File: config.mk
export PLATFORM = sky130hd
export DESIGN_NAME = uart_8n1_transmitter_fifo_core
export DESIGN_NICKNAME = d
export VERILOG_FILES = /design/src/sv/uarttx_pkg.sv /design/src/sv/uarttx_front.sv /design/src/sv/uarttx_engine.sv /design/src/sv/uart_8n1_transmitter_fifo_core.sv
export VERILOG_INCLUDE_DIRS = /design/src /design/src/sv
export SDC_FILE = /design/constraint.sdc
export NUM_CORES = 1
export LEC_CHECK = 0
export BUFFER_PORTS_ARGS = -buffer_cell sky130_fd_sc_hd__clkbuf_2
export CORE_ASPECT_RATIO = 1.25
export CORE_MARGIN = 5
export CORE_UTILIZATION = 50
export DETAILED_ROUTE_END_ITERATION = 6
export MAX_ROUTING_LAYER = met4
export PLACE_DENSITY_LB_ADDON = 0.15
export SYNTH_ARGS = -nofsm -noshare
export SYNTH_HDL_FRONTEND = slang
export SYNTH_SLANG_ARGS = --single-unit
File: constraint.sdc
create_clock -name clk -period 3.9 [get_ports clk]
set_input_delay 0.78 -clock clk [delete_from_list [all_inputs] [get_ports clk]]
set_output_delay 0.78 -clock clk [all_outputs]
set_load 0.05 [all_outputs]
File: src/sv/uart_8n1_transmitter_fifo_core_defines.svh
// Assertion macros used by the UART transmitter engine RTL.
`ifndef UART_8N1_TRANSMITTER_FIFO_CORE_DEFINES_SVH
`define UART_8N1_TRANSMITTER_FIFO_CORE_DEFINES_SVH

// Same-cycle implication, checked on every rising edge outside reset.
`define UTX_ASSERT_NOW(label, ante, cons, msg) \
    label: assert property (@(posedge clk) disable iff (!rst_n) (ante) |-> (cons)) \
        else $error(msg);

// Next-cycle implication, checked on every rising edge outside reset.
`define UTX_ASSERT_NEXT(label, ante, cons, msg) \
    label: assert property (@(posedge clk) disable iff (!rst_n) (ante) |=> (cons)) \
        else $error(msg);

`endif

File: src/sv/uarttx_pkg.sv
// Shared types and constants of the UART 8N1 transmitter with transmit FIFO.
`timescale 1ns / 1ps

package uarttx_pkg;

    // Transmit FIFO geometry.
    localparam int FIFO_DEPTH = 64;
    localparam int PTR_W      = $clog2(FIFO_DEPTH);
    localparam int CNT_W      = $clog2(FIFO_DEPTH + 1);

    // Field widths.
    localparam int BYTE_W      = 8;
    localparam int PERIOD_W    = 16;
    localparam int ROOM_W      = 7;
    localparam int POS_W       = 4;
    localparam int IN_TDATA_W  = 8;
    localparam int OUT_TDATA_W = 16;
    localparam int CFG_IDX_W   = 1;
    localparam int CFG_DATA_W  = 16;

    // Small queues between the stream ports and the engine.
    localparam int QUEUE_DEPTH = 2;
    localparam int QPTR_W      = $clog2(QUEUE_DEPTH);
    localparam int QCNT_W      = $clog2(QUEUE_DEPTH + 1);

    // Bit positions within one character frame.
    localparam logic [POS_W-1:0] START_POS     = 4'd0;
    localparam logic [POS_W-1:0] LAST_DATA_POS = 4'd8;
    localparam logic [POS_W-1:0] STOP_POS      = 4'd9;

    localparam logic [PERIOD_W-1:0] PERIOD_RESET = 16'd868;

    // Configuration register indexes.
    typedef enum logic [CFG_IDX_W-1:0] {
        REG_BIT_PERIOD = 1'b0,
        REG_TX_DISABLE = 1'b1
    } cfg_reg_t;

    // Item kinds carried in the input tuser bit.
    typedef enum logic {
        OP_WRITE = 1'b0,
        OP_TICK  = 1'b1
    } op_t;

    // Classified command handed from the front end to the engine.
    typedef struct packed {
        logic              is_tick;
        logic [BYTE_W-1:0] data_byte;
    } cmd_t;

    // One result item; tx_line sits in the lowest bit.
    typedef struct packed {
        logic              drained;
        logic              busy_res;
        logic [ROOM_W-1:0] room;
        logic              accepted;
        logic              tx_line;
    } res_t;

endpackage

File: src/sv/uarttx_front.sv
// Front end: accepts input items, classifies them and queues commands.
`timescale 1ns / 1ps

module uarttx_front (
    input  logic                             clk,
    input  logic                             rst_n,
    input  logic                             s_tvalid,
    output logic                             s_tready,
    input  logic [uarttx_pkg::IN_TDATA_W-1:0] s_tdata,  // [7:0] data_byte
    input  logic [0:0]                       s_tuser,  // [0] opcode
    output logic                             cmd_valid,
    input  logic                             cmd_ready,
    output uarttx_pkg::cmd_t                 cmd
);
    import uarttx_pkg::*;

    cmd_t              q_reg [QUEUE_DEPTH];
    logic [QPTR_W-1:0] wr_reg, wr_next;
    logic [QPTR_W-1:0] rd_reg, rd_next;
    logic [QCNT_W-1:0] cnt_reg, cnt_next;
    logic              push, pop;
    cmd_t              in_cmd;

    // Classify the incoming item.
    assign in_cmd.is_tick   = (op_t'(s_tuser[0]) == OP_TICK);
    assign in_cmd.data_byte = s_tdata[BYTE_W-1:0];

    assign s_tready  = (cnt_reg != QCNT_W'(QUEUE_DEPTH));
    assign push      = s_tvalid && s_tready;
    assign cmd_valid = (cnt_reg != '0);
    assign pop       = cmd_valid && cmd_ready;
    assign cmd       = q_reg[rd_reg];

    // Pointer and count updates.
    always_comb
    begin
        wr_next  = wr_reg;
        rd_next  = rd_reg;
        cnt_next = cnt_reg;
        if (push)
        begin
            wr_next = (wr_reg == QPTR_W'(QUEUE_DEPTH - 1)) ? '0 : wr_reg + 1'b1;
        end
        if (pop)
        begin
            rd_next = (rd_reg == QPTR_W'(QUEUE_DEPTH - 1)) ? '0 : rd_reg + 1'b1;
        end
        if (push && !pop)
        begin
            cnt_next = cnt_reg + 1'b1;
        end
        else if (pop && !push)
        begin
            cnt_next = cnt_reg - 1'b1;
        end
    end

    always_ff @(posedge clk or negedge rst_n)
    begin
        if (!rst_n)
        begin
            wr_reg  <= '0;
            rd_reg  <= '0;
            cnt_reg <= '0;
        end
        else
        begin
            wr_reg  <= wr_next;
            rd_reg  <= rd_next;
            cnt_reg <= cnt_next;
        end
    end

    // Queue storage; payload needs no reset.
    always_ff @(posedge clk)
    begin
        if (push)
        begin
            q_reg[wr_reg] <= in_cmd;
        end
    end

endmodule

File: src/sv/uarttx_engine.sv
// Back end: transmit FIFO, bit timer, serializer and result queue.
`timescale 1ns / 1ps
`include "uart_8n1_transmitter_fifo_core_defines.svh"

module uarttx_engine (
    input  logic                              clk,
    input  logic                              rst_n,
    input  logic                              cfg_we,
    input  logic [uarttx_pkg::CFG_IDX_W-1:0]  cfg_index,
    input  logic [uarttx_pkg::CFG_DATA_W-1:0] cfg_wdata,
    input  logic                              cmd_valid,
    output logic                              cmd_ready,
    input  uarttx_pkg::cmd_t                  cmd,
    output logic                              res_valid,
    input  logic                              res_ready,
    output uarttx_pkg::res_t                  res
);
    import uarttx_pkg::*;

    // Configuration registers.
    logic [PERIOD_W-1:0] bit_period_reg;
    logic                tx_disable_reg;

    // Transmit FIFO.
    logic [BYTE_W-1:0]   fifo_mem [FIFO_DEPTH];
    logic [BYTE_W-1:0]   mem_rd_data_reg;
    logic [PTR_W-1:0]    rd_ptr_reg, rd_ptr_next;
    logic [PTR_W-1:0]    wr_ptr_reg, wr_ptr_next;
    logic [CNT_W-1:0]    fill_reg, fill_next;
    logic                mem_we, mem_re;

    // Serializer state.
    logic                active_reg, active_next;
    logic [POS_W-1:0]    bit_pos_reg, bit_pos_next;
    logic [PERIOD_W-1:0] period_count_reg, period_count_next;
    logic                line_reg, line_next;
    logic [BYTE_W-1:0]   shift_reg, shift_next;
    logic                load_pend_reg, load_pend_next;

    // Result queue.
    res_t                oq_reg [QUEUE_DEPTH];
    logic [QPTR_W-1:0]   oq_wr_reg, oq_wr_next;
    logic [QPTR_W-1:0]   oq_rd_reg, oq_rd_next;
    logic [QCNT_W-1:0]   oq_cnt_reg, oq_cnt_next;
    logic                res_pop;

    logic                go;
    logic                acc;
    logic                drained;
    logic [PERIOD_W-1:0] eff_period;
    res_t                new_res;

    // An item is executed when one is queued and the result queue has space.
    assign go         = cmd_valid && (oq_cnt_reg != QCNT_W'(QUEUE_DEPTH));
    assign cmd_ready  = go;
    assign eff_period = (bit_period_reg == '0) ? PERIOD_W'(1) : bit_period_reg;

    // Item execution: FIFO push, immediate start when idle, discard while disabled, bit timer steps.
    always_comb
    begin
        rd_ptr_next       = rd_ptr_reg;
        wr_ptr_next       = wr_ptr_reg;
        fill_next         = fill_reg;
        active_next       = active_reg;
        bit_pos_next      = bit_pos_reg;
        period_count_next = period_count_reg;
        line_next         = line_reg;
        shift_next        = load_pend_reg ? mem_rd_data_reg : shift_reg;
        load_pend_next    = 1'b0;
        mem_we            = 1'b0;
        mem_re            = 1'b0;
        acc               = 1'b0;
        drained           = 1'b0;
        if (go && !cmd.is_tick)
        begin
            if (tx_disable_reg)
            begin
                acc = 1'b1;
            end
            else if (!active_reg)
            begin
                // The FIFO is always empty while idle, so the byte goes
                // straight to the shifter.
                acc               = 1'b1;
                shift_next        = cmd.data_byte;
                bit_pos_next      = START_POS;
                active_next       = 1'b1;
                period_count_next = eff_period;
            end
            else if (fill_reg != CNT_W'(FIFO_DEPTH))
            begin
                acc         = 1'b1;
                mem_we      = 1'b1;
                wr_ptr_next = (wr_ptr_reg == PTR_W'(FIFO_DEPTH - 1)) ? '0
                                                                      : wr_ptr_reg + 1'b1;
                fill_next   = fill_reg + 1'b1;
            end
        end
        else if (go && active_reg)
        begin
            if (period_count_reg > PERIOD_W'(1))
            begin
                period_count_next = period_count_reg - 1'b1;
            end
            else if (bit_pos_reg == START_POS)
            begin
                line_next         = 1'b0;
                bit_pos_next      = bit_pos_reg + 1'b1;
                period_count_next = eff_period;
            end
            else if (bit_pos_reg <= LAST_DATA_POS)
            begin
                line_next         = shift_reg[0];
                shift_next        = shift_reg >> 1;
                bit_pos_next      = bit_pos_reg + 1'b1;
                period_count_next = eff_period;
            end
            else
            begin
                // Stop bit: fetch the next byte or stop.
                line_next    = 1'b1;
                bit_pos_next = START_POS;
                if (fill_reg != '0)
                begin
                    mem_re            = 1'b1;
                    load_pend_next    = 1'b1;
                    rd_ptr_next       = (rd_ptr_reg == PTR_W'(FIFO_DEPTH - 1)) ? '0
                                                                              : rd_ptr_reg + 1'b1;
                    fill_next         = fill_reg - 1'b1;
                    period_count_next = eff_period;
                end
                else
                begin
                    active_next       = 1'b0;
                    period_count_next = '0;
                    drained           = 1'b1;
                end
            end
        end
    end

    // Result of the executed item.
    always_comb
    begin
        new_res.tx_line  = line_next;
        new_res.accepted = acc;
        new_res.room     = ROOM_W'(CNT_W'(FIFO_DEPTH) - fill_next);
        new_res.busy_res = active_next;
        new_res.drained  = drained;
    end

    // Configuration writes and control state.
    always_ff @(posedge clk or negedge rst_n)
    begin
        if (!rst_n)
        begin
            bit_period_reg   <= PERIOD_RESET;
            tx_disable_reg   <= 1'b0;
            rd_ptr_reg       <= '0;
            wr_ptr_reg       <= '0;
            fill_reg         <= '0;
            active_reg       <= 1'b0;
            bit_pos_reg      <= START_POS;
            period_count_reg <= '0;
            line_reg         <= 1'b1;
            load_pend_reg    <= 1'b0;
        end
        else
        begin
            if (cfg_we && (cfg_reg_t'(cfg_index) == REG_BIT_PERIOD))
            begin
                bit_period_reg <= cfg_wdata[PERIOD_W-1:0];
            end
            if (cfg_we && (cfg_reg_t'(cfg_index) == REG_TX_DISABLE))
            begin
                tx_disable_reg <= cfg_wdata[0];
            end
            rd_ptr_reg       <= rd_ptr_next;
            wr_ptr_reg       <= wr_ptr_next;
            fill_reg         <= fill_next;
            active_reg       <= active_next;
            bit_pos_reg      <= bit_pos_next;
            period_count_reg <= period_count_next;
            line_reg         <= line_next;
            load_pend_reg    <= load_pend_next;
        end
    end

    // Shifter payload.
    always_ff @(posedge clk)
    begin
        shift_reg <= shift_next;
    end

    // FIFO memory: one write port, one registered read port.
    always_ff @(posedge clk)
    begin
        if (mem_we)
        begin
            fifo_mem[wr_ptr_reg] <= cmd.data_byte;
        end
        if (mem_re)
        begin
            mem_rd_data_reg <= fifo_mem[rd_ptr_reg];
        end
    end

    // Result queue control.
    assign res_valid = (oq_cnt_reg != '0);
    assign res_pop   = res_valid && res_ready;
    assign res       = oq_reg[oq_rd_reg];

    always_comb
    begin
        oq_wr_next  = oq_wr_reg;
        oq_rd_next  = oq_rd_reg;
        oq_cnt_next = oq_cnt_reg;
        if (go)
        begin
            oq_wr_next = (oq_wr_reg == QPTR_W'(QUEUE_DEPTH - 1)) ? '0 : oq_wr_reg + 1'b1;
        end
        if (res_pop)
        begin
            oq_rd_next = (oq_rd_reg == QPTR_W'(QUEUE_DEPTH - 1)) ? '0 : oq_rd_reg + 1'b1;
        end
        if (go && !res_pop)
        begin
            oq_cnt_next = oq_cnt_reg + 1'b1;
        end
        else if (res_pop && !go)
        begin
            oq_cnt_next = oq_cnt_reg - 1'b1;
        end
    end

    always_ff @(posedge clk or negedge rst_n)
    begin
        if (!rst_n)
        begin
            oq_wr_reg  <= '0;
            oq_rd_reg  <= '0;
            oq_cnt_reg <= '0;
        end
        else
        begin
            oq_wr_reg  <= oq_wr_next;
            oq_rd_reg  <= oq_rd_next;
            oq_cnt_reg <= oq_cnt_next;
        end
    end

    always_ff @(posedge clk)
    begin
        if (go)
        begin
            oq_reg[oq_wr_reg] <= new_res;
        end
    end

    // An idle transmitter never leaves bytes behind in the FIFO.
    `UTX_ASSERT_NOW(a_idle_fifo_empty, !active_reg, fill_reg == '0, "idle with queued bytes")
    // The fill count never exceeds the FIFO depth.
    `UTX_ASSERT_NOW(a_fill_bound, 1'b1, fill_reg <= CNT_W'(FIFO_DEPTH), "fill count overflow")
    // A pending shifter load only follows a pop made while sending.
    `UTX_ASSERT_NOW(a_load_active, load_pend_reg, active_reg && bit_pos_reg == START_POS,
        "shifter load outside start bit")
    // A drained pulse leaves the transmitter stopped and the line high.
    `UTX_ASSERT_NEXT(a_drain_stop, go && drained, !active_reg && line_reg,
        "drained without stopping")

endmodule

File: src/sv/uart_8n1_transmitter_fifo_core.sv
// Top level of the UART 8N1 transmitter with a 64-byte transmit FIFO.
//
//  Port group     Dir   Payload                                   Handshake
//  s_*            in    tuser[0] opcode, tdata[7:0] data_byte    s_tvalid/s_tready
//  m_*            out   tdata: tx_line, accepted, room, busy,     m_tvalid/m_tready
//                       drained (see port comment)
//  cfg_*          in    index 0 bit_period, index 1 tx_disable   cfg_we, no wait
//
// One item is accepted per clock cycle while the input queue has room, write or tick
// alike; it waits in the input queue, and its result in the result queue.
// Each side has a two-entry queue, so either side may stall on its own.
// The FIFO is a single-port-write, registered-read memory; a popped byte
// passes through the read register into the shifter before its first data bit is due.
// Reset is asynchronous and active low; the FIFO memory needs no clearing pass.
`timescale 1ns / 1ps

module uart_8n1_transmitter_fifo_core (
    input  logic                               clk,
    input  logic                               rst_n,
    input  logic                               s_tvalid,
    output logic                               s_tready,
    input  logic [uarttx_pkg::IN_TDATA_W-1:0]  s_tdata,   // [7:0] data_byte
    input  logic [0:0]                         s_tuser,   // [0] opcode
    output logic                               m_tvalid,
    input  logic                               m_tready,
    // [0] tx_line, [1] accepted, [8:2] room, [9] busy_res, [10] drained,
    // [15:11] zero
    output logic [uarttx_pkg::OUT_TDATA_W-1:0] m_tdata,
    input  logic                               cfg_we,
    input  logic [uarttx_pkg::CFG_IDX_W-1:0]   cfg_index,
    input  logic [uarttx_pkg::CFG_DATA_W-1:0]  cfg_wdata
);
    import uarttx_pkg::*;

    cmd_t cmd;
    logic cmd_valid;
    logic cmd_ready;
    res_t res;

    // Input acceptance and command queue.
    uarttx_front u_front (
        .clk       (clk),
        .rst_n     (rst_n),
        .s_tvalid  (s_tvalid),
        .s_tready  (s_tready),
        .s_tdata   (s_tdata),
        .s_tuser   (s_tuser),
        .cmd_valid (cmd_valid),
        .cmd_ready (cmd_ready),
        .cmd       (cmd)
    );

    // Transmit engine and result queue.
    uarttx_engine u_engine (
        .clk       (clk),
        .rst_n     (rst_n),
        .cfg_we    (cfg_we),
        .cfg_index (cfg_index),
        .cfg_wdata (cfg_wdata),
        .cmd_valid (cmd_valid),
        .cmd_ready (cmd_ready),
        .cmd       (cmd),
        .res_valid (m_tvalid),
        .res_ready (m_tready),
        .res       (res)
    );

    // Pack the result item, zero filled to whole bytes.
    assign m_tdata = {(OUT_TDATA_W - $bits(res_t))'(0), res};

endmodule
==> qor.csv <==
metric,value,unit
outcome,finished clean,
drv_cap,0,
cts_tree,yes,
grt_max_degree,66,
period_needed,3.492,ns
dp_cells,2113,
drt_pass1_iterations,5,
synth_compound_area_share,3.132,%
max-clock-path-buffers,3,
ys_seq_area_share,72.31,%
synth.avg_cell_area,18.84,um2
place_worst_setup_slack,0.3040,ns
hold_viol_final,0,
grtUsageTotal,21.10,%
worst_slack,0.4076,ns
p_per_area,615.4,nW/um2
drive_gt1_share,29.84,%
crit_family,simple AND/OR/NAND/NOR gates,
port-buffer-count,43,
synthAdderAreaFrac,0.5333,%
nNetsFinal,1551,
ys_seq_elements,635,
slew-limit-headroom,30.41,%
drt_iter0_drc,1171,
synth-simple-area-share,4.693,%
dr_total_vias,13170,
fin_area,29380,um2
max_freq,0.2863,GHz
grt_pass1_vias,13480,
clock_tree.root_cell,clkbuf_16,
dpl-instance-area,27460,um2
cp_max_fo,10,
synth_xor_area_share,0.8485,%
end_kind,flip-flop,
die_h,264,um
place_congestion,0.8600,
fin_util,57.25,%
grt_antenna_before_repair,2,
drc,0,
start_util,50.29,%
post_cts_buffers,0,
path_class,reg -> reg,
synth_edf_count,560,
period_share,89.55,%
wl,56.71,mm
fp.dieW,213.2,um
required,4.26,ns
synthCells,1370,
p_leak,9.457,nW
wl_per_cell,25.52,um
fp-row-count,93,
gr-total-overflow,0,
clk_pin_slew_worst_paths,0.06,ns
rsz0062_at_grt,no,
crit_slowest_cell,or4_4,
cts_sinks,635,
muxShareOfSynthArea,16.91,%
setup_viol_count_final,0,
coreArea,51320,um2
async_flop_share,10.55,%
grt_pass1_wl,86.39,mm
pin_count,49,
ir_drop,0.3443,mV
htree_levels,2,
tns,0,ns
path_cells,"or4_4, or3_1, nor4_4, nand3_2, a21oi_1, nand2_1, o31ai_1, ha_1, nor4b_2, nand4_1, xnor2_1",
crit_buf_inv,0,
tightest_slew,1.044,ns
slowest_delay,0.57,ns
ys_types,66,
synth_area,25810,um2
hold_path.class,in -> async,
yosysWarningCount,0,
viasPerCell,5.929,
clk_latency,0.62,ns
stdcell_count,2222,
crit_arrival,3.85,ns
cts_buffers,59,
largest_reg_flops,512,
hpwl,36.59,mm
synth_top_family_by_area,multiplexers,
start_kind,flip-flop,
slew_viol_final,0,
die-area,56280,um2
synth_flop_cell,edfxtp_1,
clock_skew,0.01816,ns
syn2layout_area_growth,13.85,%
ant_nets,0,
[metal layers]
| layer | part of all wire, % | vias to the layer above | GRT usage, % |
|---|---|---|---|
| li1 | - | 5785 | - |
| met1 | 40 | 6912 | 28.55 |
| met2 | 52 | 394 | 34.36 |
| met3 | 5.6 | 83 | 2.886 |
| met4 | 2.4 | 0 | 5.554 |
| met5 | 0 | - | - |
[worst paths after layout]
path / from / to / slack (ns) / cells after the start
worst max-delay path: u_engine.period_count_reg[9] / u_engine.oq_reg[1][8] / 0.41 / 11
worst min-delay path: rst_n / u_engine.period_count_reg[7] / 0.25 / 1
worst max register to register: u_engine.period_count_reg[9] / u_engine.oq_reg[1][8] / 0.41 / 11
worst min register to register: u_engine.bit_pos_reg[2] / u_engine.bit_pos_reg[2] / 0.50 / 1
min in group clk: s_tdata[2] / u_front.q_reg[1][2] / 0.36 / 1
max in group asynchronous: rst_n / u_engine.line_reg / 2.78 / 2
[cells in the mapped netlist (9+ instances only)]
| master | instances | area, um2 |
|---|---|---|
| a21oi_1 | 31 | 155.2 |
| buf_1 | 22 | 82.58 |
| clkbuf_1 | 42 | 157.7 |
| dfrtp_1 | 61 | 1526 |
| edfxtp_1 | 560 | 16820 |
| ha_1 | 11 | 137.6 |
| inv_1 | 25 | 93.84 |
| mux2_2 | 40 | 450.4 |
| mux2i_1 | 13 | 130.1 |
| mux4_2 | 168 | 3784 |
| nand2_1 | 46 | 172.7 |
| nand3_1 | 16 | 80.08 |
| nand4_1 | 9 | 56.30 |
| nor2_1 | 105 | 394.1 |
| nor3_1 | 15 | 75.07 |
| nor4_1 | 9 | 56.30 |
| o21ai_0 | 52 | 260.3 |
| xnor2_1 | 16 | 140.1 |
| xor2_1 | 9 | 78.83 |
[layout by cell type (no fill, tap or decap), types with 14 or more instances in the layout]
cell type,n
edfxtp_1,560
buf_4,99
a21oi_1,31
o21ai_0,52
nand3_1,16
inv_1,25
mux2_2,40
nor2_1,105
nor3_1,14
xnor2_1,16
dfrtp_1,58
clkbuf_2,42
mux4_2,168
clkbuf_16,60
nand2_1,46
clkbuf_1,14
[power by group]
group	internal (mW)	total [mW]	switching (mW)	leakage (nW)
clock	3.28	5.72	2.44	0.917
sequential	8.65	8.97	0.324	5.92
combinational	0.948	3.39	2.44	2.62
total	12.9	18.1	5.20	9.46
[cells by family (layout without fill, tap and decap cells)]
kind of cell,Yosys count,count (layout)
compound gates,128,128
xor+xnor,25,25
fa+ha+maj,11,11
buf+inv,100,281
flops,635,635
mux,221,221
other cells,1,7
simple gates,249,249
[area by class of cell]
cell class / count / area (um2)
Clock inverter: 33 / 356.6
Inverter: 25 / 93.84
Clock buffer: 74 / 1554
Antenna cell: 2 / 5.005
Tap cell: 665 / 832.0
Fill cell: 3855 / 21940
Multi-Input combinational cell: 639 / 6770
Timing Repair Buffer: 149 / 1099
Sequential cell: 635 / 18670
[timing repair]
action | CTS | global route
setup endpoints to repair | 0 | 2
gates resized for setup | 0 | 1
hold buffers | 0 | 0
[worst reg2reg max path: cells and delay by family (launching register included)]
kind / cells / cell delay, ns
compound gates: 2 / 0.30
fa+ha+maj: 1 / 0.24
xor+xnor: 1 / 0.17
flops: 1 / 0.44
simple gates: 7 / 2.07
[per-stage QoR]
step	power (mW)	hold WS, ns
after floorplan	11.25	0.4604
after global placement	12.39	0.4815
after detailed placement	12.53	0.4919
after CTS	18.25	0.2360
after global routing	18.85	0.2842
final	18.08	0.2490
No activity file was read; power rests on OpenSTA's default activity.
